--- src/hw/rtl/mcrq_pkg.sv ---
// Shared types and constants for the multi-CPU ready queue scheduler.
`default_nettype none
package mcrq_pkg;

    typedef enum logic [1:0] {
        KIND_WAKE    = 2'd0,
        KIND_PREEMPT = 2'd1,
        KIND_YIELD   = 2'd2,
        KIND_TERM    = 2'd3
    } kind_t;

    typedef enum logic [1:0] {
        ACT_DISPATCH = 2'd0,
        ACT_IDLE     = 2'd1,
        ACT_FORCE    = 2'd2,
        ACT_OVERFLOW = 2'd3
    } action_t;

    typedef enum logic [2:0] {
        ST_IDLE,
        ST_RESCHED,
        ST_SCAN,
        ST_SHIFT,
        ST_FORCE
    } state_t;

    localparam logic [1:0] POLICY_FIFO = 2'd0;
    localparam logic [1:0] POLICY_RR   = 2'd1;
    localparam logic [1:0] POLICY_LRTF = 2'd2;

    localparam logic CFG_POLICY = 1'b0;
    localparam logic CFG_SLICE  = 1'b1;

    typedef struct packed {
        kind_t       kind;
        logic [2:0]  cpu;
        logic        cpu_ok;
        logic [7:0]  proc;
        logic [15:0] rtime;
    } event_t;

    typedef struct packed {
        logic [1:0] policy;
        logic [7:0] slice;
    } cfg_t;

endpackage
`default_nettype wire

--- src/hw/rtl/mcrq_ram.sv ---
// Generic single write port, single read port RAM with registered read.
`default_nettype none
module mcrq_ram #(
    parameter int WIDTH = 24,
    parameter int DEPTH = 32
) (
    input  wire logic                     clk,
    input  wire logic                     we,
    input  wire logic [$clog2(DEPTH)-1:0] waddr,
    input  wire logic [WIDTH-1:0]         wdata,
    input  wire logic [$clog2(DEPTH)-1:0] raddr,
    output logic      [WIDTH-1:0]         rdata
);
    logic [WIDTH-1:0] mem [DEPTH];

    always_ff @(posedge clk)
    begin
        if (we)
        begin
            mem[waddr] <= wdata;
        end
        rdata <= mem[raddr];
    end
endmodule
`default_nettype wire

--- src/hw/rtl/mcrq_front.sv ---
// Front end: accepts scheduler events, decodes them and buffers two of them.
`default_nettype none
module mcrq_front
    import mcrq_pkg::*;
#(
    parameter int NUM_CPUS = 8
) (
    input  wire logic        clk,
    input  wire logic        rst_n,
    input  wire logic        s_tvalid,
    output logic             s_tready,
    input  wire logic [31:0] s_tdata,
    input  wire logic [7:0]  s_tuser,
    output logic             ev_valid,
    output event_t           ev_data,
    input  wire logic        ev_pop
);
    event_t     buf_reg [2];
    logic       wptr_reg, wptr_next;
    logic       rptr_reg, rptr_next;
    logic [1:0] cnt_reg, cnt_next;
    event_t     dec;
    logic       push;

    always_comb
    begin
        dec.kind   = kind_t'(s_tuser[1:0]);
        dec.cpu    = s_tdata[2:0];
        dec.cpu_ok = ({1'b0, s_tdata[2:0]} < 4'(NUM_CPUS)) || (NUM_CPUS > 7);
        dec.proc   = s_tdata[10:3];
        dec.rtime  = s_tdata[26:11];
    end

    assign s_tready = (cnt_reg != 2'd2);
    assign push     = s_tvalid && s_tready;
    assign ev_valid = (cnt_reg != 2'd0);
    assign ev_data  = buf_reg[rptr_reg];

    always_comb
    begin
        wptr_next = push ? ~wptr_reg : wptr_reg;
        rptr_next = ev_pop ? ~rptr_reg : rptr_reg;
        cnt_next  = cnt_reg + 2'(push) - 2'(ev_pop);
    end

    always_ff @(posedge clk)
    begin
        if (push)
        begin
            buf_reg[wptr_reg] <= dec;
        end
    end

    always_ff @(posedge clk or negedge rst_n)
    begin
        if (!rst_n)
        begin
            wptr_reg <= 1'b0;
            rptr_reg <= 1'b0;
            cnt_reg  <= 2'd0;
        end
        else
        begin
            wptr_reg <= wptr_next;
            rptr_reg <= rptr_next;
            cnt_reg  <= cnt_next;
        end
    end
endmodule
`default_nettype wire

--- src/hw/rtl/mcrq_back.sv ---
// Back end: ready queue, CPU table, scan and shift sequencer, result register.
`default_nettype none
module mcrq_back
    import mcrq_pkg::*;
#(
    parameter int NUM_CPUS    = 8,
    parameter int QUEUE_DEPTH = 32
) (
    input  wire logic   clk,
    input  wire logic   rst_n,
    input  cfg_t        cfg,
    input  wire logic   ev_valid,
    input  event_t      ev_data,
    output logic        ev_pop,
    output logic        out_valid,
    input  wire logic   out_ready,
    output action_t     out_act,
    output logic [2:0]  out_cpu,
    output logic [7:0]  out_proc,
    output logic [7:0]  out_slice
);
    localparam int AW  = $clog2(QUEUE_DEPTH);
    localparam int CW  = $clog2(QUEUE_DEPTH + 1);
    localparam int CPW = (NUM_CPUS > 1) ? $clog2(NUM_CPUS) : 1;
    localparam int FW  = $clog2(NUM_CPUS + 1);

    state_t      state_reg, state_next;
    event_t      ev_reg, ev_next;
    logic [CW-1:0] count_reg, count_next;
    logic        run_valid_reg [NUM_CPUS];
    logic        run_valid_next [NUM_CPUS];
    logic [7:0]  run_proc_reg [NUM_CPUS];
    logic [7:0]  run_proc_next [NUM_CPUS];
    logic [15:0] run_time_reg [NUM_CPUS];
    logic [15:0] run_time_next [NUM_CPUS];
    logic [CW-1:0] issue_reg, issue_next;
    logic [CW-1:0] lim_reg, lim_next;
    logic [CW-1:0] didx_reg, didx_next;
    logic        dv_reg, dv_next;
    logic [CW-1:0] best_idx_reg, best_idx_next;
    logic [7:0]  best_proc_reg, best_proc_next;
    logic [15:0] best_time_reg, best_time_next;
    logic        best_ok_reg, best_ok_next;
    logic [FW-1:0] fcnt_reg, fcnt_next;
    logic [15:0] least_reg, least_next;
    logic [CPW-1:0] victim_reg, victim_next;
    logic        found_reg, found_next;
    logic        ov_reg, ov_next;
    action_t     oact_reg, oact_next;
    logic [2:0]  ocpu_reg, ocpu_next;
    logic [7:0]  oproc_reg, oproc_next;
    logic [7:0]  oslice_reg, oslice_next;

    logic          ram_we;
    logic [AW-1:0] ram_waddr, ram_raddr;
    logic [23:0]   ram_wdata, ram_rdata;
    logic [CW-1:0] wtmp;
    logic          any_idle, full;
    logic [CPW-1:0] idle_idx, c;
    logic [7:0]    sl;

    mcrq_ram #(.WIDTH(24), .DEPTH(QUEUE_DEPTH)) u_ram (
        .clk   (clk),
        .we    (ram_we),
        .waddr (ram_waddr),
        .wdata (ram_wdata),
        .raddr (ram_raddr),
        .rdata (ram_rdata)
    );

    assign out_valid = ov_reg;
    assign out_act   = oact_reg;
    assign out_cpu   = ocpu_reg;
    assign out_proc  = oproc_reg;
    assign out_slice = oslice_reg;

    always_comb
    begin
        any_idle = 1'b0;
        idle_idx = '0;
        for (int i = NUM_CPUS - 1; i >= 0; i--)
        begin
            if (!run_valid_reg[i])
            begin
                any_idle = 1'b1;
                idle_idx = CPW'(i);
            end
        end
    end

    assign full = (count_reg == CW'(QUEUE_DEPTH));
    assign sl   = (cfg.policy == POLICY_RR) ? cfg.slice : 8'd0;

    always_comb
    begin
        state_next     = state_reg;
        ev_next        = ev_reg;
        count_next     = count_reg;
        run_valid_next = run_valid_reg;
        run_proc_next  = run_proc_reg;
        run_time_next  = run_time_reg;
        issue_next     = issue_reg;
        lim_next       = lim_reg;
        didx_next      = didx_reg;
        dv_next        = dv_reg;
        best_idx_next  = best_idx_reg;
        best_proc_next = best_proc_reg;
        best_time_next = best_time_reg;
        best_ok_next   = best_ok_reg;
        fcnt_next      = fcnt_reg;
        least_next     = least_reg;
        victim_next    = victim_reg;
        found_next     = found_reg;
        ov_next        = ov_reg && !out_ready;
        oact_next      = oact_reg;
        ocpu_next      = ocpu_reg;
        oproc_next     = oproc_reg;
        oslice_next    = oslice_reg;
        ev_pop         = 1'b0;
        ram_we         = 1'b0;
        ram_waddr      = count_reg[AW-1:0];
        ram_wdata      = '0;
        ram_raddr      = issue_reg[AW-1:0];
        wtmp           = didx_reg - CW'(1);
        c              = CPW'(ev_reg.cpu);

        unique case (state_reg)
            ST_IDLE:
            begin
                // start an event only once the result register is empty
                if (ev_valid && !ov_reg)
                begin
                    ev_pop  = 1'b1;
                    ev_next = ev_data;
                    c       = CPW'(ev_data.cpu);
                    if (ev_data.kind == KIND_WAKE)
                    begin
                        if (any_idle)
                        begin
                            run_valid_next[idle_idx] = 1'b1;
                            run_proc_next[idle_idx]  = ev_data.proc;
                            run_time_next[idle_idx]  = ev_data.rtime;
                            ov_next     = 1'b1;
                            oact_next   = ACT_DISPATCH;
                            ocpu_next   = 3'(idle_idx);
                            oproc_next  = ev_data.proc;
                            oslice_next = sl;
                        end
                        else if (full)
                        begin
                            ov_next     = 1'b1;
                            oact_next   = ACT_OVERFLOW;
                            ocpu_next   = 3'd0;
                            oproc_next  = ev_data.proc;
                            oslice_next = 8'd0;
                        end
                        else
                        begin
                            ram_we     = 1'b1;
                            ram_wdata  = {ev_data.proc, ev_data.rtime};
                            count_next = count_reg + CW'(1);
                            if (cfg.policy == POLICY_LRTF)
                            begin
                                fcnt_next   = '0;
                                least_next  = ev_data.rtime;
                                victim_next = '0;
                                found_next  = 1'b0;
                                state_next  = ST_FORCE;
                            end
                        end
                    end
                    else if (ev_data.cpu_ok)
                    begin
                        if (ev_data.kind == KIND_PREEMPT && run_valid_reg[c])
                        begin
                            if (full)
                            begin
                                run_time_next[c] = ev_data.rtime;
                                ov_next     = 1'b1;
                                oact_next   = ACT_OVERFLOW;
                                ocpu_next   = ev_data.cpu;
                                oproc_next  = run_proc_reg[c];
                                oslice_next = 8'd0;
                            end
                            else
                            begin
                                ram_we     = 1'b1;
                                ram_wdata  = {run_proc_reg[c], ev_data.rtime};
                                count_next = count_reg + CW'(1);
                                state_next = ST_RESCHED;
                            end
                        end
                        else
                        begin
                            state_next = ST_RESCHED;
                        end
                    end
                end
            end

            ST_RESCHED:
            begin
                if (count_reg == '0)
                begin
                    run_valid_next[c] = 1'b0;
                    run_proc_next[c]  = 8'd0;
                    run_time_next[c]  = 16'd0;
                    ov_next     = 1'b1;
                    oact_next   = ACT_IDLE;
                    ocpu_next   = ev_reg.cpu;
                    oproc_next  = 8'd0;
                    oslice_next = 8'd0;
                    state_next  = ST_IDLE;
                end
                else
                begin
                    issue_next   = '0;
                    dv_next      = 1'b0;
                    best_ok_next = 1'b0;
                    lim_next     = (cfg.policy == POLICY_LRTF) ? count_reg : CW'(1);
                    state_next   = ST_SCAN;
                end
            end

            ST_SCAN:
            begin
                // one read issued per cycle, data compared in the next cycle
                dv_next = issue_reg < lim_reg;
                if (issue_reg < lim_reg)
                begin
                    issue_next = issue_reg + CW'(1);
                    didx_next  = issue_reg;
                end
                if (dv_reg && (!best_ok_reg || ram_rdata[15:0] > best_time_reg))
                begin
                    best_ok_next   = 1'b1;
                    best_idx_next  = didx_reg;
                    best_proc_next = ram_rdata[23:16];
                    best_time_next = ram_rdata[15:0];
                end
                if (issue_reg >= lim_reg && !dv_reg)
                begin
                    issue_next = best_idx_reg + CW'(1);
                    dv_next    = 1'b0;
                    state_next = ST_SHIFT;
                end
            end

            ST_SHIFT:
            begin
                // close the gap: entry k+1 moves to k, one per cycle
                dv_next = issue_reg < count_reg;
                if (issue_reg < count_reg)
                begin
                    issue_next = issue_reg + CW'(1);
                    didx_next  = issue_reg;
                end
                if (dv_reg)
                begin
                    ram_we    = 1'b1;
                    ram_waddr = wtmp[AW-1:0];
                    ram_wdata = ram_rdata;
                end
                if (issue_reg >= count_reg && !dv_reg)
                begin
                    count_next        = count_reg - CW'(1);
                    run_valid_next[c] = 1'b1;
                    run_proc_next[c]  = best_proc_reg;
                    run_time_next[c]  = best_time_reg;
                    ov_next     = 1'b1;
                    oact_next   = ACT_DISPATCH;
                    ocpu_next   = ev_reg.cpu;
                    oproc_next  = best_proc_reg;
                    oslice_next = sl;
                    state_next  = ST_IDLE;
                end
            end

            ST_FORCE:
            begin
                if (fcnt_reg < FW'(NUM_CPUS))
                begin
                    if (run_time_reg[fcnt_reg[CPW-1:0]] < least_reg)
                    begin
                        least_next  = run_time_reg[fcnt_reg[CPW-1:0]];
                        victim_next = fcnt_reg[CPW-1:0];
                        found_next  = 1'b1;
                    end
                    fcnt_next = fcnt_reg + FW'(1);
                end
                else
                begin
                    if (found_reg)
                    begin
                        ov_next     = 1'b1;
                        oact_next   = ACT_FORCE;
                        ocpu_next   = 3'(victim_reg);
                        oproc_next  = 8'd0;
                        oslice_next = 8'd0;
                    end
                    state_next = ST_IDLE;
                end
            end

            default:
            begin
                state_next = ST_IDLE;
            end
        endcase
    end

    always_ff @(posedge clk)
    begin
        ev_reg        <= ev_next;
        lim_reg       <= lim_next;
        didx_reg      <= didx_next;
        best_idx_reg  <= best_idx_next;
        best_proc_reg <= best_proc_next;
        best_time_reg <= best_time_next;
        least_reg     <= least_next;
        victim_reg    <= victim_next;
        oact_reg      <= oact_next;
        ocpu_reg      <= ocpu_next;
        oproc_reg     <= oproc_next;
        oslice_reg    <= oslice_next;
    end

    always_ff @(posedge clk or negedge rst_n)
    begin
        if (!rst_n)
        begin
            state_reg   <= ST_IDLE;
            count_reg   <= '0;
            issue_reg   <= '0;
            dv_reg      <= 1'b0;
            best_ok_reg <= 1'b0;
            fcnt_reg    <= '0;
            found_reg   <= 1'b0;
            ov_reg      <= 1'b0;
            for (int i = 0; i < NUM_CPUS; i++)
            begin
                run_valid_reg[i] <= 1'b0;
                run_proc_reg[i]  <= 8'd0;
                run_time_reg[i]  <= 16'd0;
            end
        end
        else
        begin
            state_reg     <= state_next;
            count_reg     <= count_next;
            issue_reg     <= issue_next;
            dv_reg        <= dv_next;
            best_ok_reg   <= best_ok_next;
            fcnt_reg      <= fcnt_next;
            found_reg     <= found_next;
            ov_reg        <= ov_next;
            run_valid_reg <= run_valid_next;
            run_proc_reg  <= run_proc_next;
            run_time_reg  <= run_time_next;
        end
    end
endmodule
`default_nettype wire

--- src/hw/rtl/multi_cpu_ready_queue_scheduler.sv ---
// Top level of the multi-CPU ready queue scheduler.
//
// Scheduler events (wake up, preempt, yield, terminate) enter on the s_ stream
// and are buffered two deep by the front end, so the input can take up to two
// events while a result waits on the m_ stream. The back end handles one event
// at a time and produces zero or one result request per event. A wake-up to an
// idle CPU, an overflow, or an ignored event needs no scan; a queued wake-up in
// longest-remaining mode adds a least-time scan over all CPUs; a reschedule
// scans the head entry in FIFO/round robin or the whole queue fill in
// longest-remaining mode (one ready-queue RAM read per cycle), then moves the
// tail after the removed entry down one entry per cycle through the same RAM.
// The ready queue lives in one RAM whose entries are only read once written,
// so no clearing pass runs after reset. Configuration writes are always
// accepted and must only happen while the block is idle.
`default_nettype none
module multi_cpu_ready_queue_scheduler
    import mcrq_pkg::*;
#(
    parameter int NUM_CPUS    = 8,
    parameter int QUEUE_DEPTH = 32
) (
    input  wire logic        clk,
    input  wire logic        rst_n,
    // event requests
    input  wire logic        s_tvalid,
    output logic             s_tready,
    input  wire logic [31:0] s_tdata,   // cpu_index[2:0], proc_id[10:3], remaining_time[26:11]
    input  wire logic [7:0]  s_tuser,   // kind[1:0]
    // result requests
    output logic             m_tvalid,
    input  wire logic        m_tready,
    output logic [23:0]      m_tdata,   // target_cpu[2:0], chosen_proc[10:3], granted_slice[18:11]
    output logic [7:0]       m_tuser,   // action[1:0]
    // register writes
    input  wire logic        cfg_valid,
    output logic             cfg_ready,
    input  wire logic        cfg_index, // 0 policy_mode, 1 slice_length
    input  wire logic [7:0]  cfg_data
);
    cfg_t    cfg_reg;
    event_t  ev_data;
    logic    ev_valid, ev_pop;
    action_t out_act;
    logic [2:0] out_cpu;
    logic [7:0] out_proc, out_slice;

    assign cfg_ready = 1'b1;

    always_ff @(posedge clk or negedge rst_n)
    begin
        if (!rst_n)
        begin
            cfg_reg <= '0;
        end
        else if (cfg_valid)
        begin
            unique case (cfg_index)
                CFG_POLICY: cfg_reg.policy <= cfg_data[1:0];
                CFG_SLICE:  cfg_reg.slice  <= cfg_data;
                default:    cfg_reg        <= cfg_reg;
            endcase
        end
    end

    mcrq_front #(.NUM_CPUS(NUM_CPUS)) u_front (
        .clk      (clk),
        .rst_n    (rst_n),
        .s_tvalid (s_tvalid),
        .s_tready (s_tready),
        .s_tdata  (s_tdata),
        .s_tuser  (s_tuser),
        .ev_valid (ev_valid),
        .ev_data  (ev_data),
        .ev_pop   (ev_pop)
    );

    mcrq_back #(.NUM_CPUS(NUM_CPUS), .QUEUE_DEPTH(QUEUE_DEPTH)) u_back (
        .clk       (clk),
        .rst_n     (rst_n),
        .cfg       (cfg_reg),
        .ev_valid  (ev_valid),
        .ev_data   (ev_data),
        .ev_pop    (ev_pop),
        .out_valid (m_tvalid),
        .out_ready (m_tready),
        .out_act   (out_act),
        .out_cpu   (out_cpu),
        .out_proc  (out_proc),
        .out_slice (out_slice)
    );

    assign m_tdata = {5'd0, out_slice, out_proc, out_cpu};
    assign m_tuser = {6'd0, out_act};
endmodule
`default_nettype wire

--- config.mk ---
export PLATFORM = sky130hd
export DESIGN_NAME = multi_cpu_ready_queue_scheduler
export DESIGN_NICKNAME = d
export VERILOG_FILES = /design/src/hw/rtl/mcrq_pkg.sv /design/src/hw/rtl/mcrq_ram.sv /design/src/hw/rtl/mcrq_front.sv /design/src/hw/rtl/mcrq_back.sv /design/src/hw/rtl/multi_cpu_ready_queue_scheduler.sv
export SDC_FILE = /design/constraint.sdc
export NUM_CORES = 2
export LEC_CHECK = 0
export BUFFER_PORTS_ARGS = -buffer_cell sky130_fd_sc_hd__buf_2
export CORE_ASPECT_RATIO = 1.5
export CORE_MARGIN = 2
export CORE_UTILIZATION = 50
export DETAILED_ROUTE_END_ITERATION = 12
export HOLD_SLACK_MARGIN = 0.05
export PLACE_DENSITY = 0.71
export RECOVER_POWER = 50
export SYNTH_ARGS = -nofsm -noshare
export SYNTH_HDL_FRONTEND = slang
export SYNTH_SLANG_ARGS = --single-unit
--- constraint.sdc ---
create_clock -name clk -period 4.3 [get_ports clk]
set_input_delay 0.215 -clock clk [delete_from_list [all_inputs] [get_ports clk]]
set_output_delay 0.215 -clock clk [all_outputs]
set_load 0.02 [all_outputs]
==> impl_metrics.yaml <==
run_status:
  status: "finished with violations"
  violations: "max-capacitance violations, max-slew violations"
logic_synthesis:
  synth_ff_type: "edfxtp_1"
  synth-edff-count: 911
  yosys.area.top_type_share_pct: 53.5
  synthMostInstantiatedCell: "edfxtp_1"
  syn_area_um2: 51100
  ys_seq_elements: 1172
  ys_top_cells_by_area: "edfxtp_1 (54%), dfrtp_1 (12%), mux4_2 (6.7%), mux2i_1 (3.4%), o221ai_1 (1.9%)"
  yosysSeqAreaShare_pct: 66.1
  ys_types: 88
  yosys-top-cells-count: "edfxtp_1 (911), nand2_1 (245), dfrtp_1 (237)"
  synth_cells: 3488
  ys_warn_count: 0
  synth_largest_area_cell: "edfxtp_1"
  avgSynthCellArea_um2: 14.6
  ys_async_sr_fraction_pct: 20.2
global_routing:
  grtUsageMet2_pct: 46.1
  grtUsageMet1_pct: 31.3
  top_usage_layer: "met2"
  grt_max_degree: 108
  grt_pass1_wl_um: 206000
  overflow: 0
  antenna_found_initial: 0
  gr-usage-met3_pct: 4.60
  grt_pass1_vias: 32900
  track_usage_pct: 26.3
placed_design:
  portBuffers: 65
  placed_cells: 4766
  gp_congestion: 0.966
  dpl_cell_area_um2: 53600
  dp_hpwl_um: 87300
detailed_routing:
  first_pass_iters: 9
  wl_per_cell_um: 27.6
  route.detailed.drc: 0
  drt_iter0_markers: 3931
  vias_per_cell: 6.52
  wl_um: 138000
  antenna_left: 0
  vias: 32600
sta:
  setup_tns_ns: 0
  slew_viol_final: 245
  finalCritPeriodShare_pct: 94.0
  timing.slew.headroom_pct: -95.1
  hold_ws_ns: 0.237
  setup_violations: 0
  period_needed_ns: 4.04
  hold_viol: 0
  rsz0062_at_grt: "false"
  finClkSkew_ns: 0.0239
  worst_pin_slew_ns: 2.93
  max_freq_mhz: 247
die:
  coreArea_um2: 101000
  die_w_um: 265
  rows: 143
  die_y_um: 396
  dieArea_um2: 105000
  ios: 89
  start_util_pct: 50.5
power:
  p_int_mw: 25.3
  p_sw_mw: 14.4
  leakagePower_nw: 20.1
  peakVddDrop_mv: 0.439
  combPwrFrac_pct: 35.4
  p_total_mw: 39.7
  powerDensity_nw_per_um2: 693
  power_switching_share_pct: 36.2
  clkPwrFrac_pct: 24.4
  seq_power_share_pct: 40.3
clocking:
  clock_sinks: 1172
  cts_inserted_buffers: 103
  ctsLongestPathBuffers: 3
  cts_tree: "yes"
  htreeDepth: 3
  clock_latency_ns: 0.72
  clk_pin_slew_worst_paths_ns: 0.07
  root_buffer: "clkbuf_16"
worst_setup_path:
  cp_slowest_stage_delay_ns: 0.81
  critical_path_arrival_ns: 4.64
  startpoint_type: "flip-flop"
  required_ns: 4.90
  timing_worst_setup_path_type: "reg2reg"
  path_max_fanout: 14
  path_cells: "clkbuf_1 -> inv_1 -> nor3_1 -> a31oi_4 -> a221oi_2 -> nand3_1 -> a22o_1"
  critPathSlowestCell: "nand3_1"
  critPathCaptureType: "flip-flop"
layout:
  fin_area_um2: 57300
  final_cells: 5001
  antenna_cells: 0
  nets: 3716
  fillers: 7835
  layout-area-overhead-vs-synth_pct: 12.1
  drive_above_1_share_pct: 16.4
job:
  cap_viol_max_count: 7
min_path:
  hp-class: "in2reg"
-- what timing repair did --
| item | in CTS | in global routing |
|---|---|---|
| hold buffers | 42 | 0 |
| gates resized for setup | 0 | 0 |
| hold endpoints to repair | 172 | 0 |
| setup buffers | 0 | 0 |
-- area by class of cell --
type | count | area (um^2) | area share (%)
clock buffers | 139 | 2810 | 4.90
clock inverters | 54 | 704 | 1.23
inverters | 78 | 293 | 0.511
multi-input cells | 2003 | 16300 | 28.4
flip-flops and latches | 1172 | 33800 | 59.0
well taps | 1305 | 1630 | 2.85
repair buffers | 250 | 1790 | 3.13
-- worst max-delay path: cells and delay by family, from the launching register on --
family	cells	cell delay (ns)
and+or+nand+nor	2	1.22
AOI/OAI and AO/OA	3	1.29
buffers and inverters	2	0.93
DFF	1	0.47
-- layout by cell type, fill, tap and decap left out, types with 18 or more instances in the layout --
cell type,instances
or2_2,25
edfxtp_1,911
mux2_2,52
nand3_1,60
a22oi_1,85
o221ai_1,109
dfrtp_1,229
dfxtp_1,24
a21oi_1,131
mux4_2,152
o21ai_2,18
clkbuf_1,84
o21ai_0,137
o22ai_1,113
dlygate4sd3_1,42
nor2_1,151
buf_4,112
nand2_1,243
mux2i_1,176
clkbuf_16,105
o2bb2ai_1,77
nor3_1,30
inv_1,76
ha_1,53
a22o_1,78
-- power by group through the flow --
stage	logic (mW)	registers [mW]	clock network [mW]
3_5_place_dp	14.0	16.1	0
2_1_floorplan	9.42	15.8	0
4_1_cts	14.0	15.9	9.77
3_3_place_gp	13.7	16.1	0
5_1_grt	15.1	16.1	10.2
6_report	14.0	16.0	9.66
-- worst paths after layout --
check,from,end,slack (ns),cells after the start
max in group asynchronous,rst_n,u_back.fcnt_reg[0],1.16,3
min,s_tdata[1],u_front.buf_reg[1][25],0.24,2
max,u_back.state_reg[0],flip-flop,0.26,7
min reg2reg,u_back.didx_reg[5],u_back.best_idx_reg[5],0.42,0
min in group asynchronous,rst_n,async pin,0.91,2
max reg2reg,u_back.state_reg[0],flip-flop,0.26,7
-- layer usage --
layer | part of all wire (%) | routed length (um) | vias up
li1 | - | - | 14100
met3 | 7.3 | 10000 | 456
met1 | 36 | 50000 | 16300
met5 | 0 | 0 | -
met4 | 5.3 | 7280 | 0
met2 | 51 | 70700 | 1706
-- through the flow --
step	util (%)	setup slack (ns)
3_5_place_dp	52.9	0.490
2_1_floorplan	-	0.171
3_3_place_gp	52.9	0.542
5_1_grt	56.5	0.140
4_1_cts	56.8	0.457
6_report	56.5	0.258
-- cell families after synthesis --
logic type                 share of synthesized area [%]
DFF                                                 66.1
adders and majority gates                           1.34
muxes                                               11.4
buffers and inverters                               2.61
AOI/OAI and AO/OA                                   12.6
xor gates and xnor gates                           0.274
and+or+nand+nor                                     5.67
other                                             0.0147
Power figures use the tool's default switching activity.
